<file path="src/rtl/core/assert_macros.svh">
// assertion macros used by the allocator top level
// expects clk and rst_n in the scope of each use
`ifndef ASSERT_MACROS_SVH
`define ASSERT_MACROS_SVH

// same-cycle implication
`define BBA_ASSERT_IMP(lbl, ante, cons) \
  lbl: assert property (@(posedge clk) disable iff (!rst_n) (ante) |-> (cons)) \
    else $error("allocator assertion failed");

// next-cycle implication
`define BBA_ASSERT_NEXT(lbl, ante, cons) \
  lbl: assert property (@(posedge clk) disable iff (!rst_n) (ante) |=> (cons)) \
    else $error("allocator assertion failed");

`endif

</file>
<file path="src/rtl/core/bba_pkg.sv">
// types, constants and helpers of the buddy block allocator
// no dependencies
`timescale 1ns / 1ps

package bba_pkg;

  localparam int LEVELS     = 10;
  localparam int NODE_COUNT = (2 << LEVELS) - 1;
  localparam int LEAF_BASE  = (1 << LEVELS) - 1;
  localparam int NODE_W     = LEVELS + 1;
  localparam int LVL_W      = $clog2(LEVELS + 1);
  localparam int H_W        = LVL_W + 1;
  localparam int BS_W       = 4;
  localparam int REQ_W      = 23;
  localparam int OFF_W      = 22;
  localparam int BS_RESET   = 6;

  localparam logic ACT_ALLOC   = 1'b0;
  localparam logic ACT_RELEASE = 1'b1;

  typedef logic [NODE_W-1:0] node_t;
  typedef logic [LVL_W-1:0] lvl_t;
  typedef logic signed [H_W-1:0] height_t;

  // allocated mark, ranks below every height
  localparam height_t TAKEN = '1;

  typedef enum logic [1:0] {
    ST_OK          = 2'd0,
    ST_NO_SPACE    = 2'd1,
    ST_ZERO_SIZE   = 2'd2,
    ST_BAD_RELEASE = 2'd3
  } status_t;

  typedef struct packed {
    logic              action;
    logic [REQ_W-1:0]  request_bytes;
    logic [OFF_W-1:0]  release_offset;
  } in_word_t;

  typedef struct packed {
    status_t           status;
    logic [OFF_W-1:0]  granted_offset;
  } out_word_t;

  typedef struct packed {
    logic    we;
    node_t   waddr;
    height_t wdata;
    node_t   raddr;
  } mem_req_t;

  function automatic height_t lvl_height(lvl_t l);
    return height_t'({1'b0, l});
  endfunction

  // height of a node straight after reset
  function automatic height_t reset_height(node_t n);
    node_t p;
    lvl_t  d;
    p = n + 1'b1;
    d = '0;
    for (int i = 0; i < NODE_W; i++) begin
      if (p[i]) begin
        d = LVL_W'(i);
      end
    end
    return lvl_height(LVL_W'(LEVELS) - d);
  endfunction

endpackage

</file>
<file path="src/rtl/core/bba_ctrl.sv">
// sequencer of the allocator: memory sweep, sizing, tree descent, climb and rebuild
// depends on bba_pkg, drives bba_tree_ram
`timescale 1ns / 1ps

module bba_ctrl (
  input  logic                         clk,
  input  logic                         rst_n,
  input  logic                         start,
  output logic                         busy,
  input  bba_pkg::in_word_t            in_word,
  input  logic [bba_pkg::BS_W-1:0]     block_shift,
  output logic                         out_valid,
  output bba_pkg::out_word_t           out_word,
  output bba_pkg::mem_req_t            mem_req,
  input  bba_pkg::height_t             rd_data
);
  import bba_pkg::*;

  localparam int BLK_W = REQ_W + 1;
  localparam int SH_W  = LEVELS + (1 << BS_W) - 1;

  typedef enum logic [7:0] {
    S_CLEAR = 8'b0000_0001,
    S_IDLE  = 8'b0000_0010,
    S_SIZE  = 8'b0000_0100,
    S_WANT  = 8'b0000_1000,
    S_DOWN  = 8'b0001_0000,
    S_UP    = 8'b0010_0000,
    S_RCHK  = 8'b0100_0000,
    S_CLIMB = 8'b1000_0000
  } state_t;

  state_t              state_r, state_nxt;
  node_t               node_r, node_nxt;
  lvl_t                lvl_r, lvl_nxt;
  height_t             cur_r, cur_nxt;
  lvl_t                want_r, want_nxt;
  logic                merge_r, merge_nxt;
  logic [REQ_W-1:0]    req_r, req_nxt;
  logic [OFF_W-1:0]    off_r, off_nxt;
  logic [BLK_W-1:0]    blocks_r, blocks_nxt;
  logic [LEVELS-1:0]   blk_r, blk_nxt;
  node_t               clr_r, clr_nxt;
  logic                out_valid_r;
  out_word_t           out_word_r;

  logic                fin;
  status_t             fin_status;
  logic [OFF_W-1:0]    fin_off;

  logic [BLK_W-1:0]    mask;
  logic [BLK_W-1:0]    bm1;
  lvl_t                want_c;
  logic                too_big;
  node_t               left_c, child_c, parent_c, span_c;
  lvl_t                lvl_up;
  height_t             up_val;
  logic [OFF_W-1:0]    rel_blk;
  logic [OFF_W-1:0]    grant_off;

  function automatic node_t sibling(node_t n);
    return n[0] ? n + 1'b1 : n - 1'b1;
  endfunction

  always_comb begin
    mask = (BLK_W'(1) << block_shift) - 1'b1;
    bm1  = blocks_r - 1'b1;
    want_c = '0;
    for (int i = 0; i < LEVELS; i++) begin
      if (bm1[i]) begin
        want_c = LVL_W'(i + 1);
      end
    end
    too_big  = blocks_r > (BLK_W'(1) << LEVELS);
    left_c   = {node_r[NODE_W-2:0], 1'b1};
    child_c  = (rd_data < lvl_height(want_r)) ? left_c + 1'b1 : left_c;
    span_c   = (child_c + 1'b1) << want_r;
    parent_c = (node_r - 1'b1) >> 1;
    lvl_up   = lvl_r + 1'b1;
    if (merge_r && cur_r == lvl_height(lvl_r) && rd_data == lvl_height(lvl_r)) begin
      up_val = lvl_height(lvl_up);
    end else begin
      up_val = (cur_r > rd_data) ? cur_r : rd_data;
    end
    rel_blk   = off_r >> block_shift;
    grant_off = OFF_W'(SH_W'(blk_r) << block_shift);
  end

  always_comb begin
    state_nxt  = state_r;
    node_nxt   = node_r;
    lvl_nxt    = lvl_r;
    cur_nxt    = cur_r;
    want_nxt   = want_r;
    merge_nxt  = merge_r;
    req_nxt    = req_r;
    off_nxt    = off_r;
    blocks_nxt = blocks_r;
    blk_nxt    = blk_r;
    clr_nxt    = clr_r;
    fin        = 1'b0;
    fin_status = ST_OK;
    fin_off    = '0;
    mem_req.we    = 1'b0;
    mem_req.waddr = '0;
    mem_req.wdata = '0;
    mem_req.raddr = '0;

    unique case (state_r)
      S_CLEAR: begin
        mem_req.we    = 1'b1;
        mem_req.waddr = clr_r;
        mem_req.wdata = reset_height(clr_r);
        clr_nxt       = clr_r + 1'b1;
        if (clr_r == NODE_W'(NODE_COUNT - 1)) begin
          state_nxt = S_IDLE;
        end
      end
      S_IDLE: begin
        if (start) begin
          req_nxt   = in_word.request_bytes;
          off_nxt   = in_word.release_offset;
          state_nxt = (in_word.action == ACT_RELEASE) ? S_RCHK : S_SIZE;
        end
      end
      S_SIZE: begin
        // root is read here for the room check
        blocks_nxt = (BLK_W'(req_r) + mask) >> block_shift;
        if (req_r == '0) begin
          fin        = 1'b1;
          fin_status = ST_ZERO_SIZE;
          state_nxt  = S_IDLE;
        end else begin
          state_nxt = S_WANT;
        end
      end
      S_WANT: begin
        want_nxt = want_c;
        if (too_big || rd_data < lvl_height(want_c)) begin
          fin        = 1'b1;
          fin_status = ST_NO_SPACE;
          state_nxt  = S_IDLE;
        end else if (want_c == LVL_W'(LEVELS)) begin
          mem_req.we    = 1'b1;
          mem_req.waddr = '0;
          mem_req.wdata = TAKEN;
          fin           = 1'b1;
          state_nxt     = S_IDLE;
        end else begin
          node_nxt      = '0;
          lvl_nxt       = LVL_W'(LEVELS);
          mem_req.raddr = NODE_W'(1);
          state_nxt     = S_DOWN;
        end
      end
      S_DOWN: begin
        node_nxt = child_c;
        lvl_nxt  = lvl_r - 1'b1;
        if (lvl_r - 1'b1 == want_r) begin
          mem_req.we    = 1'b1;
          mem_req.waddr = child_c;
          mem_req.wdata = TAKEN;
          mem_req.raddr = sibling(child_c);
          cur_nxt       = TAKEN;
          merge_nxt     = 1'b0;
          blk_nxt       = LEVELS'(span_c - NODE_W'(1 << LEVELS));
          state_nxt     = S_UP;
        end else begin
          mem_req.raddr = {child_c[NODE_W-2:0], 1'b1};
        end
      end
      S_UP: begin
        mem_req.we    = 1'b1;
        mem_req.waddr = parent_c;
        mem_req.wdata = up_val;
        node_nxt      = parent_c;
        lvl_nxt       = lvl_up;
        cur_nxt       = up_val;
        if (parent_c == '0) begin
          fin       = 1'b1;
          fin_off   = merge_r ? '0 : grant_off;
          state_nxt = S_IDLE;
        end else begin
          mem_req.raddr = sibling(parent_c);
        end
      end
      S_RCHK: begin
        if (rel_blk >= OFF_W'(1 << LEVELS)) begin
          fin        = 1'b1;
          fin_status = ST_BAD_RELEASE;
          state_nxt  = S_IDLE;
        end else begin
          node_nxt      = NODE_W'(rel_blk[LEVELS-1:0]) + NODE_W'(LEAF_BASE);
          mem_req.raddr = NODE_W'(rel_blk[LEVELS-1:0]) + NODE_W'(LEAF_BASE);
          lvl_nxt       = '0;
          state_nxt     = S_CLIMB;
        end
      end
      S_CLIMB: begin
        if (rd_data == TAKEN) begin
          mem_req.we    = 1'b1;
          mem_req.waddr = node_r;
          mem_req.wdata = lvl_height(lvl_r);
          cur_nxt       = lvl_height(lvl_r);
          merge_nxt     = 1'b1;
          if (node_r == '0) begin
            fin       = 1'b1;
            state_nxt = S_IDLE;
          end else begin
            mem_req.raddr = sibling(node_r);
            state_nxt     = S_UP;
          end
        end else if (node_r == '0) begin
          fin        = 1'b1;
          fin_status = ST_BAD_RELEASE;
          state_nxt  = S_IDLE;
        end else begin
          node_nxt      = parent_c;
          lvl_nxt       = lvl_up;
          mem_req.raddr = parent_c;
        end
      end
      default: begin
        state_nxt = S_IDLE;
      end
    endcase
  end

  always_ff @(posedge clk) begin
    if (!rst_n) begin
      state_r     <= S_CLEAR;
      clr_r       <= '0;
      out_valid_r <= 1'b0;
    end else begin
      state_r     <= state_nxt;
      clr_r       <= clr_nxt;
      out_valid_r <= fin;
    end
  end

  always_ff @(posedge clk) begin
    node_r   <= node_nxt;
    lvl_r    <= lvl_nxt;
    cur_r    <= cur_nxt;
    want_r   <= want_nxt;
    merge_r  <= merge_nxt;
    req_r    <= req_nxt;
    off_r    <= off_nxt;
    blocks_r <= blocks_nxt;
    blk_r    <= blk_nxt;
    if (fin) begin
      out_word_r.status         <= fin_status;
      out_word_r.granted_offset <= fin_off;
    end
  end

  assign busy      = (state_r != S_IDLE);
  assign out_valid = out_valid_r;
  assign out_word  = out_word_r;

endmodule

</file>
<file path="config.mk">
export PLATFORM = sky130hd
export DESIGN_NAME = bba_ctrl
export DESIGN_NICKNAME = d
export VERILOG_FILES = /design/src/rtl/core/assert_macros.svh /design/src/rtl/core/bba_pkg.sv /design/src/rtl/core/bba_ctrl.sv
export SDC_FILE = /design/constraint.sdc
export NUM_CORES = 1
export LEC_CHECK = 0
export BUFFER_PORTS_ARGS = -buffer_cell sky130_fd_sc_hd__buf_2
export CORE_UTILIZATION = 53
export CTS_BUF_LIST = sky130_fd_sc_hd__clkbuf_16
export CTS_CLUSTER_SIZE = 14
export DETAILED_ROUTE_END_ITERATION = 7
export PLACE_DENSITY = 0.8
export SYNTH_ARGS = -nofsm -noshare
export SYNTH_HDL_FRONTEND = slang
export SYNTH_SLANG_ARGS = --single-unit
export TNS_END_PERCENT = 20
</file>
<file path="constraint.sdc">
create_clock -name clk -period 9.6 [get_ports clk]
set_input_delay 0.48 -clock clk [delete_from_list [all_inputs] [get_ports clk]]
set_output_delay 0.48 -clock clk [all_outputs]
set_load 0.03 [all_outputs]
</file>
# After elaboration in Yosys (flattened, before gate mapping)
# Index checks and enable logic that the tools add are counted.
op_classes:
  add_sub_neg: 16
  n_lt_le_gt_ge: 5
  n_eq_ne: 26
  shifts: 5
  n_mux: 84
  bitwise_logic: 2
  n_reduce_logical: 16
ops:
  columns: ["cell", "count"]
  rows:
  - ["$mux W11", 14]
  - ["$pmux W11 S5", 2]
  - ["$mux W4", 23]
  - ["$pmux W17 S5", 1]
  - ["$mux W8", 8]
  - ["$pmux W8 S8", 1]
  - ["$mux W17", 3]
  - ["$add A11 B1 Y11 const B", 4]
  - ["$mux W28", 1]
  - ["$mux W5", 5]
  - ["$add A23 B24 Y24", 1]
  - ["$gt A24 B11 Y1 const B", 1]
  - ["$shl A1 B4 Y24 const A", 1]
  - ["$shr A24 B4 Y24", 1]
  - ["$sub A24 B1 Y24 const B", 1]
  - ["$logic_not A23 Y1", 1]
  - ["$ge A22 B11 Y1 const B", 1]
  - ["$logic_not A11 Y1", 2]
  - ["$shl A10 B4 Y22", 1]
  - ["$shr A22 B4 Y22", 1]
  - ["$sub A11 B1 Y11 const B", 2]
  - ["$ne A2 B2 Y1 const B", 10]
  - ["$pmux W4 S5", 1]
  - ["$sub A10 B1 Y10 const B", 2]
  - ["44 further kinds", 66]
totals:
  ff_bits: 148
  in_bits: 58
  output_inout_bits: 54
  wordCells: 168

# Longest topological paths before layout
# Gate-level depths: netlist (run 1).
logic_depth:
  word_depth: 15
  ltp_mapped: 21

# Least setup slack after synthesis (run 1)
# Ideal clock, no wire load.
synth_timing:
  kind: "input -> register"
  start: "input block_shift[0] (netlist name)"
  end: "register blocks_r[8] (data pin)"
  setup_time_ps: 271
  arrival_time_ps: 4790
  t_required_ps: 9329
  path_slack_ps: 4538
  path_stages: 21
  path_buffers: 4
  cell_sequence: "buf_2 -> buf_2 -> buf_2 -> inv_2 -> buf_1 -> nor2_1 -> nand2_1 -> ha_1 -> inv_1 -> ha_1 -> inv_1 -> fa_1 -> nand2b_1 -> a21oi_1 -> o21ai_0 -> o21ai_0 -> nand2_1 -> xor2_1 -> mux4_2 -> a222oi_1 -> o21ai_0"
synth_via:
  elab_chain_cells: 4
synth_rtl:
  columns: ["element", "line_no", "rtl"]
  rows:
  - ["from (decl)", "bba_ctrl.sv:11", "input logic [bba_pkg::BS_W-1:0] block_shift,"]
  - ["$shl A1 B4 Y24", "bba_ctrl.sv:66", "mask = (BLK_W'(1) << block_shift) - 1'b1;"]
  - ["$sub A24 B1 Y24", "bba_ctrl.sv:66", null]
  - ["$add A23 B24 Y24", "bba_ctrl.sv:128", "blocks_nxt = (BLK_W'(req_r) + mask) >> block_shift;"]
  - ["$shr A24 B4 Y24 *", "bba_ctrl.sv:128", null]
  - ["to (signal assigned)", "bba_ctrl.sv:249", "blocks_r <= blocks_nxt;"]
  - ["to (decl)", "bba_ctrl.sv:41", "logic [BLK_W-1:0] blocks_r, blocks_nxt;"]
# Every way passes the cells marked *; elsewhere a longest branch is shown, timed or not.
# A chain may end at the register's enable or synchronous reset.

==> impl_metrics.json, run 1 <==
{
  "cts.sinks": 148,
  "grt_use_met1_pct": 42.04,
  "timing.final.crit_share_pct": 58.34,
  "post-cts-setup-buffers": 0,
  "grt_pass1_wl_um": 63300,
  "port_buffers": 111,
  "p_leak_nw": 5.783,
  "seq_area_frac_synth_pct": 31.36,
  "crit_path_end_kind": "output pin",
  "hold_buffers": 0,
  "track_usage_pct": 30.70,
  "netlist_area_mm2": 0.01353,
  "total_power_mw": 1.733,
  "cap_violations": 0,
  "clock_path_buffers": 2,
  "core_mm2": 0.02511,
  "fp.dieH_um": 161.8,
  "io_pins": 112,
  "synth_top_area_cell": "edfxtp_1",
  "skew_ns": 0.01334,
  "status": "finished with violations",
  "dr.pass1.iters": 8,
  "post-place-ws_ns": 4.147,
  "slew_headroom_pct": 28.60,
  "yosys.cell_types.count": 94,
  "critPathSlowestCell": "inv_1",
  "antenna_found_initial": 0,
  "grt_busiest_layer": "met2",
  "cts.repair.resized": 0,
  "synth.most_common_cell": "nor2_1",
  "critical_path_class": "flip-flop to output pin",
  "yosys-top-cells-area": "edfxtp_1 (28%), ha_1 (7.0%), mux4_2 (4.8%)",
  "initialDrtViolationCount": 1728,
  "fin_setup_tns_ns": 0,
  "final_util_pct": 59.22,
  "startpoint": "want_r[3]",
  "clk_latency_ns": 0.44,
  "finalSetupViolCount": 0,
  "critPathMaxFanout": 15,
  "required_ns": 9.12,
  "slowest_delay_ns": 0.57,
  "start_util_pct": 53.90,
  "period_needed_ns": 5.600,
  "antenna_cells": 0,
  "grt_max_degree": 52,
  "worst_slack_ns": 4.000,
  "hold_class": "primary input to flip-flop",
  "crit_chain": "inv_1, ha_1, nor3_1, nor3_1, nand2_1, inv_1, ha_1, o221ai_1, nor3_1, nand2_1, xor2_1, nand3_1, o311ai_1, buf_2",
  "maxSlewViolCount": 0,
  "syn_avg_cell_area_um2": 8.754,
  "gp_congestion": 1.062,
  "start_kind": "flip-flop",
  "route.antenna.remaining_nets": 0,
  "cp_top_family": "simple AND/OR/NAND/NOR gates",
  "wl_per_cell_um": 20.75,
  "worst_pin_slew_ns": 1.071,
  "use_met2_pct": 47.21,
  "vias": 12850,
  "die_w_um": 161.8,
  "htree_levels": 4,
  "synth_cells": 1546,
  "powerDensity_mw_per_mm2": 116.5,
  "num_rows": 58,
  "wirelength_um": 40410,
  "path_buf_inv": 3,
  "clk_pin_slew_ns": 0.07,
  "synthTopCellsByCount": "nor2_1 (146), nand2_1 (140), edfxtp_1 (128)",
  "die_area_mm2": 0.02618,
  "drc": 14,
  "root_buffer": "clkbuf_16",
  "synth_edf_count": 128,
  "syn_to_final_growth_pct": 9.883,
  "async_reset_ff_share_pct": 0,
  "synth_warnings": 0,
  "synth_nets": 1682,
  "ys_seq_elements": 148,
  "grt_overflow": 0,
  "synth_flop_cell": "edfxtp_1",
  "numCtsBuffers": 17,
  "hold_violations": 0,
  "final_nets": 1741,
  "r2r_start": "want_r[3]",
  "grt_util_met3_pct": 6.078,
  "timing.critical_path.mode_cell": "nor3_1",
  "grt_pass1_vias": 11800,
  "fmax_mhz": 178.6,
  "synth_top_area_share_pct": 28.40,
  "rsz0062_at_grt": "false",
  "min_from": "in_word[34]",
  "arrival_ns": 5.12,
  "hpwl_um": 30260,
  "layout-drive-gt1-share_pct": 13.97,
  "vdd_drop_max_mv": 0.1027,
  "cts_tree": "done",
  "violations": "DRC",
  "routed_via_density": 6.599
}
## worst register-to-register path, stage by stage (launching register included)
cell and delay (ns):
edfxtp_1 0.53, inv_1 0.20, ha_1 0.29, nor3_1 0.09, nor3_1 0.54, nand2_1 0.48
ha_1 0.54, inv_1 0.17, nor4_1 0.49, o211ai_1 0.18, xnor2_1 0.40, mux2i_1 0.16
mux2_2 0.32, a2bb2oi_1 0.23, o21ai_0 0.13
## worst paths after layout
| kind | end | depth (start not counted) | slack, ns |
|---|---|---|---|
| worst min-delay path | req_r[12] | 1 | 0.21 |
| worst max register to register | blk_r[9] | 14 | 4.59 |
| worst max-delay path | mem_req[8] | 14 | 4.00 |
| worst min register to register | clr_r[1] | 1 | 0.62 |
## metal layers
metal / up-vias / share of wire (%)
met5: - / 0
met4: 0 / 3.9
met3: 131 / 11
met2: 845 / 44
met1: 6030 / 40
li1: 5848 / -
## logic make-up after synthesis
group	Yosys count	share of synthesized area [%]
AO/OA/AOI/OAI	383	19.24
XOR/XNOR	108	7.045
adder cells (fa/ha/maj)	78	7.322
buffers and inverters	196	5.594
flip-flops	148	31.36
multiplexers	94	9.708
AND/OR/NAND/NOR	539	19.73
## cells in the final DEF, fill, tap and decap left out, types with 22 or more instances in the layout
cell type  netlist  layout
and2_1          23      22
xnor2_1         68      68
a21oi_1         93      93
mux2i_1         57      57
buf_2            8     111
mux4_2          29      29
nand2_1        140     140
nor3_1          45      45
ha_1            76      76
xor2_1          39      39
nor2_1         146     146
inv_1          104     104
nand3_1         32      32
edfxtp_1       128     128
o21ai_0         74      74
## through the flow
step           hold WS, ns  cells  instance area [um2]
6_report            0.2111   1948                14870
5_1_grt             0.2062   1948                14870
4_1_cts             0.2083   1948                14870
3_5_place_dp        0.6048   1916                14280
3_3_place_gp        0.5918   1916                14280
2_1_floorplan       0.5441   1546                13530
## where the power goes
group	internal, mW	total, mW	switching (mW)
sequential	0.702	0.711	0.00917
clock	0.370	0.686	0.316
combinational	0.129	0.336	0.207
## area by class of cell
class	instances	area (um2)
multi-input combinational	1202	8533
sequential	148	4244
inverter	108	405.4
clock inverter	15	166.4
tap	330	412.9
fill	2216	10240
timing repair buffer	128	683.2
clock buffer	17	425.4
## sequential cells by signal, summed over array words and instances (netlist names)
register	count
clr_r	11
off_r	22
req_r	23
lvl_r	4
out_word	24
want_r	4
out_valid	1
blk_r	10
node_r	11
blocks_r	24
merge_r	1
cur_r	5
state_r	8
Note: power is estimated with default switching activity, not from simulation.
==> inputs of run 2 (changes only) <==
- clock period: 9.6 -> 5.7 ns (I/O delays scaled with it)
==> run 2 against run 1 <==
The run still ends with DRC left. Clock power grew 72%. Non-clock buffer count grew 14. Clock-buffer cell count is the same. Sequential share of layout area shrank 0.24 points. Flip-flop and latch count is the same. First-iteration DRC count shrank 1.3%. Worst setup slack lost 3.7 ns. Combinational power grew 69%. Register-to-register slack lost 3.7 ns. Final cell count grew 0.72%. Global-route usage shrank 0.075 points. Hold slack lost 0.20 ns. Largest cell class unchanged. Largest power group unchanged.
==> impl_metrics.json, run 2 (same netlist as run 1, synthesis figures left out) <==
{
  "slew_headroom_pct": 27.04,
  "layout_common_cells": "nor2_1 (146), nand2_1 (140), edfxtp_1 (128)",
  "worst_slack_ns": 0.3416,
  "num_rows": 58,
  "r2r_slack_ns": 0.93,
  "grt_pass1_wl_um": 62880,
  "io_pins": 112,
  "start_util_pct": 53.90,
  "total_power_mw": 2.944,
  "clk_latency_ns": 0.44,
  "syn_to_final_growth_pct": 10.81,
  "track_usage_pct": 30.62,
  "routed_via_density": 6.554,
  "wl_met2_um": 17970,
  "r2r_start": "blocks_r[1]",
  "start_kind": "flip-flop",
  "p_leak_nw": 5.850,
  "timing.rr.end": "node_r[2]",
  "instances_no_fill": 1962,
  "post-cts-setup-buffers": 0,
  "critPathSlowestCell": "edfxtp_1",
  "finalSetupViolCount": 0,
  "antenna_cells": 0,
  "hpwl_um": 30390,
  "maxSlewViolCount": 0,
  "die_area_mm2": 0.02618,
  "wl_met1_um": 16620,
  "htree_levels": 4,
  "post-place-ws_ns": 0.7906,
  "slowest_delay_ns": 0.63,
  "worst_pin_slew_ns": 1.094,
  "grt_max_degree": 51,
  "timing.hold.ws_ns": 0.009348,
  "root_buffer": "clkbuf_16",
  "highest-signal-layer": "met4",
  "layout-drive-gt1-share_pct": 14.71,
  "critPathMaxFanout": 12,
  "route.antenna.remaining_nets": 0,
  "violations": "DRC",
  "cts_tree": "done",
  "timing.final.crit_share_pct": 94.01,
  "critical_path_class": "flip-flop to output pin",
  "startpoint": "node_r[0]",
  "fin_setup_tns_ns": 0,
  "crit_cells": 15,
  "final_common_cell": "nor2_1",
  "crit_path_end_kind": "output pin",
  "numCtsBuffers": 17,
  "endpoint": "mem_req[10]",
  "die_w_um": 161.8,
  "wl_per_cell_um": 20.56,
  "rr_worst_depth": 17,
  "dr.pass1.iters": 8,
  "gp_congestion": 1.019,
  "grt_pass1_vias": 11780,
  "met3_length_um": 4232,
  "vdd_drop_max_mv": 0.2057,
  "arrival_ns": 5.07,
  "skew_ns": 0.01535,
  "wirelength_um": 40340,
  "drc": 1,
  "hold_buffers": 0,
  "cts.repair.resized": 0,
  "cp_top_family": "compound AO/OA/AOI/OAI gates",
  "vias": 12860,
  "fp.dieH_um": 161.8,
  "fmax_mhz": 186.6,
  "initialDrtViolationCount": 1705,
  "required_ns": 5.41,
  "cap_violations": 0,
  "status": "finished with violations",
  "clock_path_buffers": 2,
  "hold_class": "primary input to flip-flop",
  "powerDensity_mw_per_mm2": 196.4,
  "final_nets": 1755,
  "hold_violations": 0,
  "path_buf_inv": 3,
  "core_mm2": 0.02511,
  "rsz0062_at_grt": "false",
  "crit_chain": "inv_1, ha_1, or3b_1, xnor2_1, inv_1, ha_1, o21a_1, o311a_1, or2_2, a21o_1, a2111oi_0, nor3_1, xnor2_1, o221ai_1, buf_2",
  "period_needed_ns": 5.358,
  "clk_pin_slew_ns": 0.08,
  "grt_overflow": 0,
  "cts.sinks": 148,
  "placed_cells": 1930,
  "port_buffers": 111,
  "antenna_found_initial": 0
}
-- run 2: changes by cell type in the layout (fill, tap and decap cells not counted), sizes merged --
cell,change
buf,+14
clkinvlp,+2
clkinv,-1
inv,-1
-- run 2: metal layers --
| layer | track usage [%] | up-vias |
|---|---|---|
| met1 | 42.03 | 6047 |
| li1 | - | 5885 |
| met2 | 48.21 | 790 |
| met3 | 5.082 | 137 |
| met5 | 0 | - |
| met4 | 12.01 | 0 |
-- run 2: cell type report --
cell class / instances / area, um2
multi-input combinational: 1202 / 8533
timing repair buffer: 142 / 788.3
clock buffer: 17 / 425.4
inverter: 108 / 405.4
sequential: 148 / 4244
clock inverter: 15 / 186.4
fill: 2201 / 10110
tap: 330 / 412.9
-- run 2: power breakdown --
part / internal (mW) / switching [mW] / leakage (nW)
clock: 0.630 / 0.550 / 0.288
combinational: 0.222 / 0.345 / 4.29
sequential: 1.18 / 0.0160 / 1.28
-- run 2: worst min-delay path by stage --
stage / cells after the start / to / slack [ns] / start
floorplan: 1 / state_r[2] / 0.36 / in_word[45]
global placement: 1 / req_r[7] / 0.46 / in_word[29]
detailed placement: 1 / req_r[8] / 0.46 / in_word[30]
CTS: 1 / req_r[9] / 0.006 / in_word[31]
global route: 1 / req_r[13] / 0.004 / in_word[35]
finish: 1 / req_r[12] / 0.009 / in_word[34]
-- run 2: per-stage QoR --
stage          cell area (um2)  utilization (%)
2_1_floorplan            13530                -
3_3_place_gp             14380            57.29
3_5_place_dp             14380            57.29
4_1_cts                  15000            59.72
5_1_grt                  15000            59.72
6_report                 15000            59.72
==> inputs of run 3 (changes only) <==
- CAP_MARGIN: not set -> 5
- CORE_UTILIZATION: 53 -> 55
- GPL_TIMING_DRIVEN: not set -> 0
- PLACE_DENSITY: 0.8 -> 0.82
==> run 3 against run 2 <==
The run still ends with DRC left. Wire length is 6.9% higher. Die area is 3.6% lower. Design area is 1.1% higher. First-iteration DRC count is 12% higher. Largest cell class unchanged. Largest power group unchanged. Highest routed layer is now met5.
==> impl_metrics.json, run 3 (same netlist as run 1, synthesis figures left out) <==
{
  "clock_path_buffers": 2,
  "worst_pin_slew_ns": 1.122,
  "worst_slack_ns": 0.1784,
  "rsz0062_at_grt": "true",
  "critical_path_class": "flip-flop to output pin",
  "grt_use_met1_pct": 47.57,
  "antenna_found_initial": 1,
  "grt_busiest_layer": "met2",
  "maxSlewViolCount": 0,
  "gp_congestion": 1.061,
  "fmax_mhz": 181.1,
  "fp.dieH_um": 158.9,
  "hold_violations": 0,
  "critPathSlowestCell": "a2111o_1",
  "period_needed_ns": 5.522,
  "grt_overflow": 0,
  "crit_path_end_kind": "output pin",
  "hold_class": "primary input to flip-flop",
  "final_nets": 1811,
  "cap_violations": 0,
  "routed_via_density": 6.525,
  "finalSetupViolCount": 0,
  "track_usage_pct": 33.79,
  "min_from": "in_word[10]",
  "clk_pin_slew_ns": 0.07,
  "io_pins": 112,
  "syn_to_final_growth_pct": 12.02,
  "path_buf_inv": 5,
  "p_leak_nw": 5.841,
  "cts_tree": "done",
  "clk_latency_ns": 0.44,
  "wirelength_um": 43100,
  "slowest_delay_ns": 0.51,
  "antenna_cells": 0,
  "die_area_mm2": 0.02524,
  "root_buffer": "clkbuf_16",
  "timing.final.crit_share_pct": 96.87,
  "die_w_um": 158.9,
  "arrival_ns": 5.24,
  "r2r_start": "want_r[1]",
  "htree_levels": 4,
  "start_util_pct": 55.81,
  "num_rows": 57,
  "hpwl_um": 33080,
  "vias": 13130,
  "layout-drive-gt1-share_pct": 13.80,
  "rr_worst_depth": 15,
  "critPathMaxFanout": 10,
  "dr.pass1.iters": 8,
  "numCtsBuffers": 17,
  "initialDrtViolationCount": 1916,
  "vdd_drop_max_mv": 0.1630,
  "status": "finished with violations",
  "fin_setup_tns_ns": 0,
  "violations": "DRC",
  "startpoint": "want_r[1]",
  "crit_cells": 15,
  "final_common_cell": "nor2_1",
  "grt_pass1_vias": 12210,
  "drc": 1,
  "post-place-ws_ns": -0.5729,
  "port_buffers": 107,
  "grt_pass1_wl_um": 66910,
  "cts.sinks": 148,
  "hold_path_depth": 1,
  "use_met2_pct": 51.91,
  "wl_per_cell_um": 21.42,
  "slew_headroom_pct": 24.66,
  "core_mm2": 0.02425,
  "required_ns": 5.41,
  "cp_top_family": "buffers and inverters",
  "hold_buffers": 0,
  "powerDensity_mw_per_mm2": 190.7,
  "crit_chain": "clkbuf_1, clkinv_1, ha_1, a2111o_1, nand2_1, clkbuf_2, ha_1, inv_1, nor4_2, nand2_1, nor3_1, xnor2_1, a21oi_1, a21o_1, buf_2",
  "grt_max_degree": 46,
  "layout_common_cells": "nor2_1 (144), nand2_1 (140), edfxtp_1 (128)",
  "skew_ns": 0.01531,
  "start_kind": "flip-flop",
  "route.antenna.remaining_nets": 0,
  "grt_util_met3_pct": 7.053
}
[run 3: routing by layer]
metal | vias up | wire, um
met3 | 101 | 4760
met5 | - | 9
li1 | 6000 | -
met2 | 832 | 18970
met1 | 6193 | 18230
met4 | 2 | 1134
[run 3: what timing repair did]
action,4_1_cts,5_1_grt
pin swaps,0,0
buffers inserted,0,0
gates resized for setup,4,15
endpoints found under the setup margin,10,16
[run 3: metrics by stage]
stage	hold slack [ns]	cell area (um2)	power (mW)	util, %	std cells
finish	0.01526	15160	2.892	62.52	2012
global placement	0.4611	14470	1.776	59.69	1977
detailed placement	0.4631	14520	1.787	59.90	1980
global route	0.002629	15160	2.979	62.52	2012
floorplan	0.3574	13530	1.628	-	1546
CTS	0.008196	15100	2.879	62.29	2012
[run 3: where the power goes]
group / internal (mW) / leakage (nW) / switching [mW] / total (mW)
clock network: 0.577 / 0.274 / 0.532 / 1.11
registers: 1.18 / 1.28 / 0.0121 / 1.19
logic: 0.221 / 4.29 / 0.367 / 0.588
[run 3: cell type report]
type	instances	area [um2]
multi-input combinational	1202	8605
clock buffer	17	425.4
sequential	148	4244
clock inverter	15	140.1
inverter	108	409.1
tap	324	405.4
timing repair buffer	110	576.8
buffer	88	354.1
fill	2080	9089
[run 3: final timing paths]
| path | slack, ns | to |
|---|---|---|
| hold / removal | 0.02 | off_r[10] |
| setup / recovery | 0.18 | mem_req[9] |
| setup reg to reg | 0.50 | blk_r[9] |
| hold reg to reg | 0.62 | clr_r[10] |
[run 3: worst reg2reg max path, cell delays in order, from the launching register on]
cell	delay, ns
edfxtp_1	0.37
clkbuf_1	0.35
clkinv_1	0.35
ha_1	0.40
a2111o_1	0.51
nand2_1	0.22
clkbuf_2	0.33
ha_1	0.31
inv_1	0.23
nor4_2	0.51
o211ai_1	0.20
xnor2_1	0.42
mux2i_1	0.16
mux2_2	0.31
a2bb2oi_1	0.18
o21ai_0	0.11
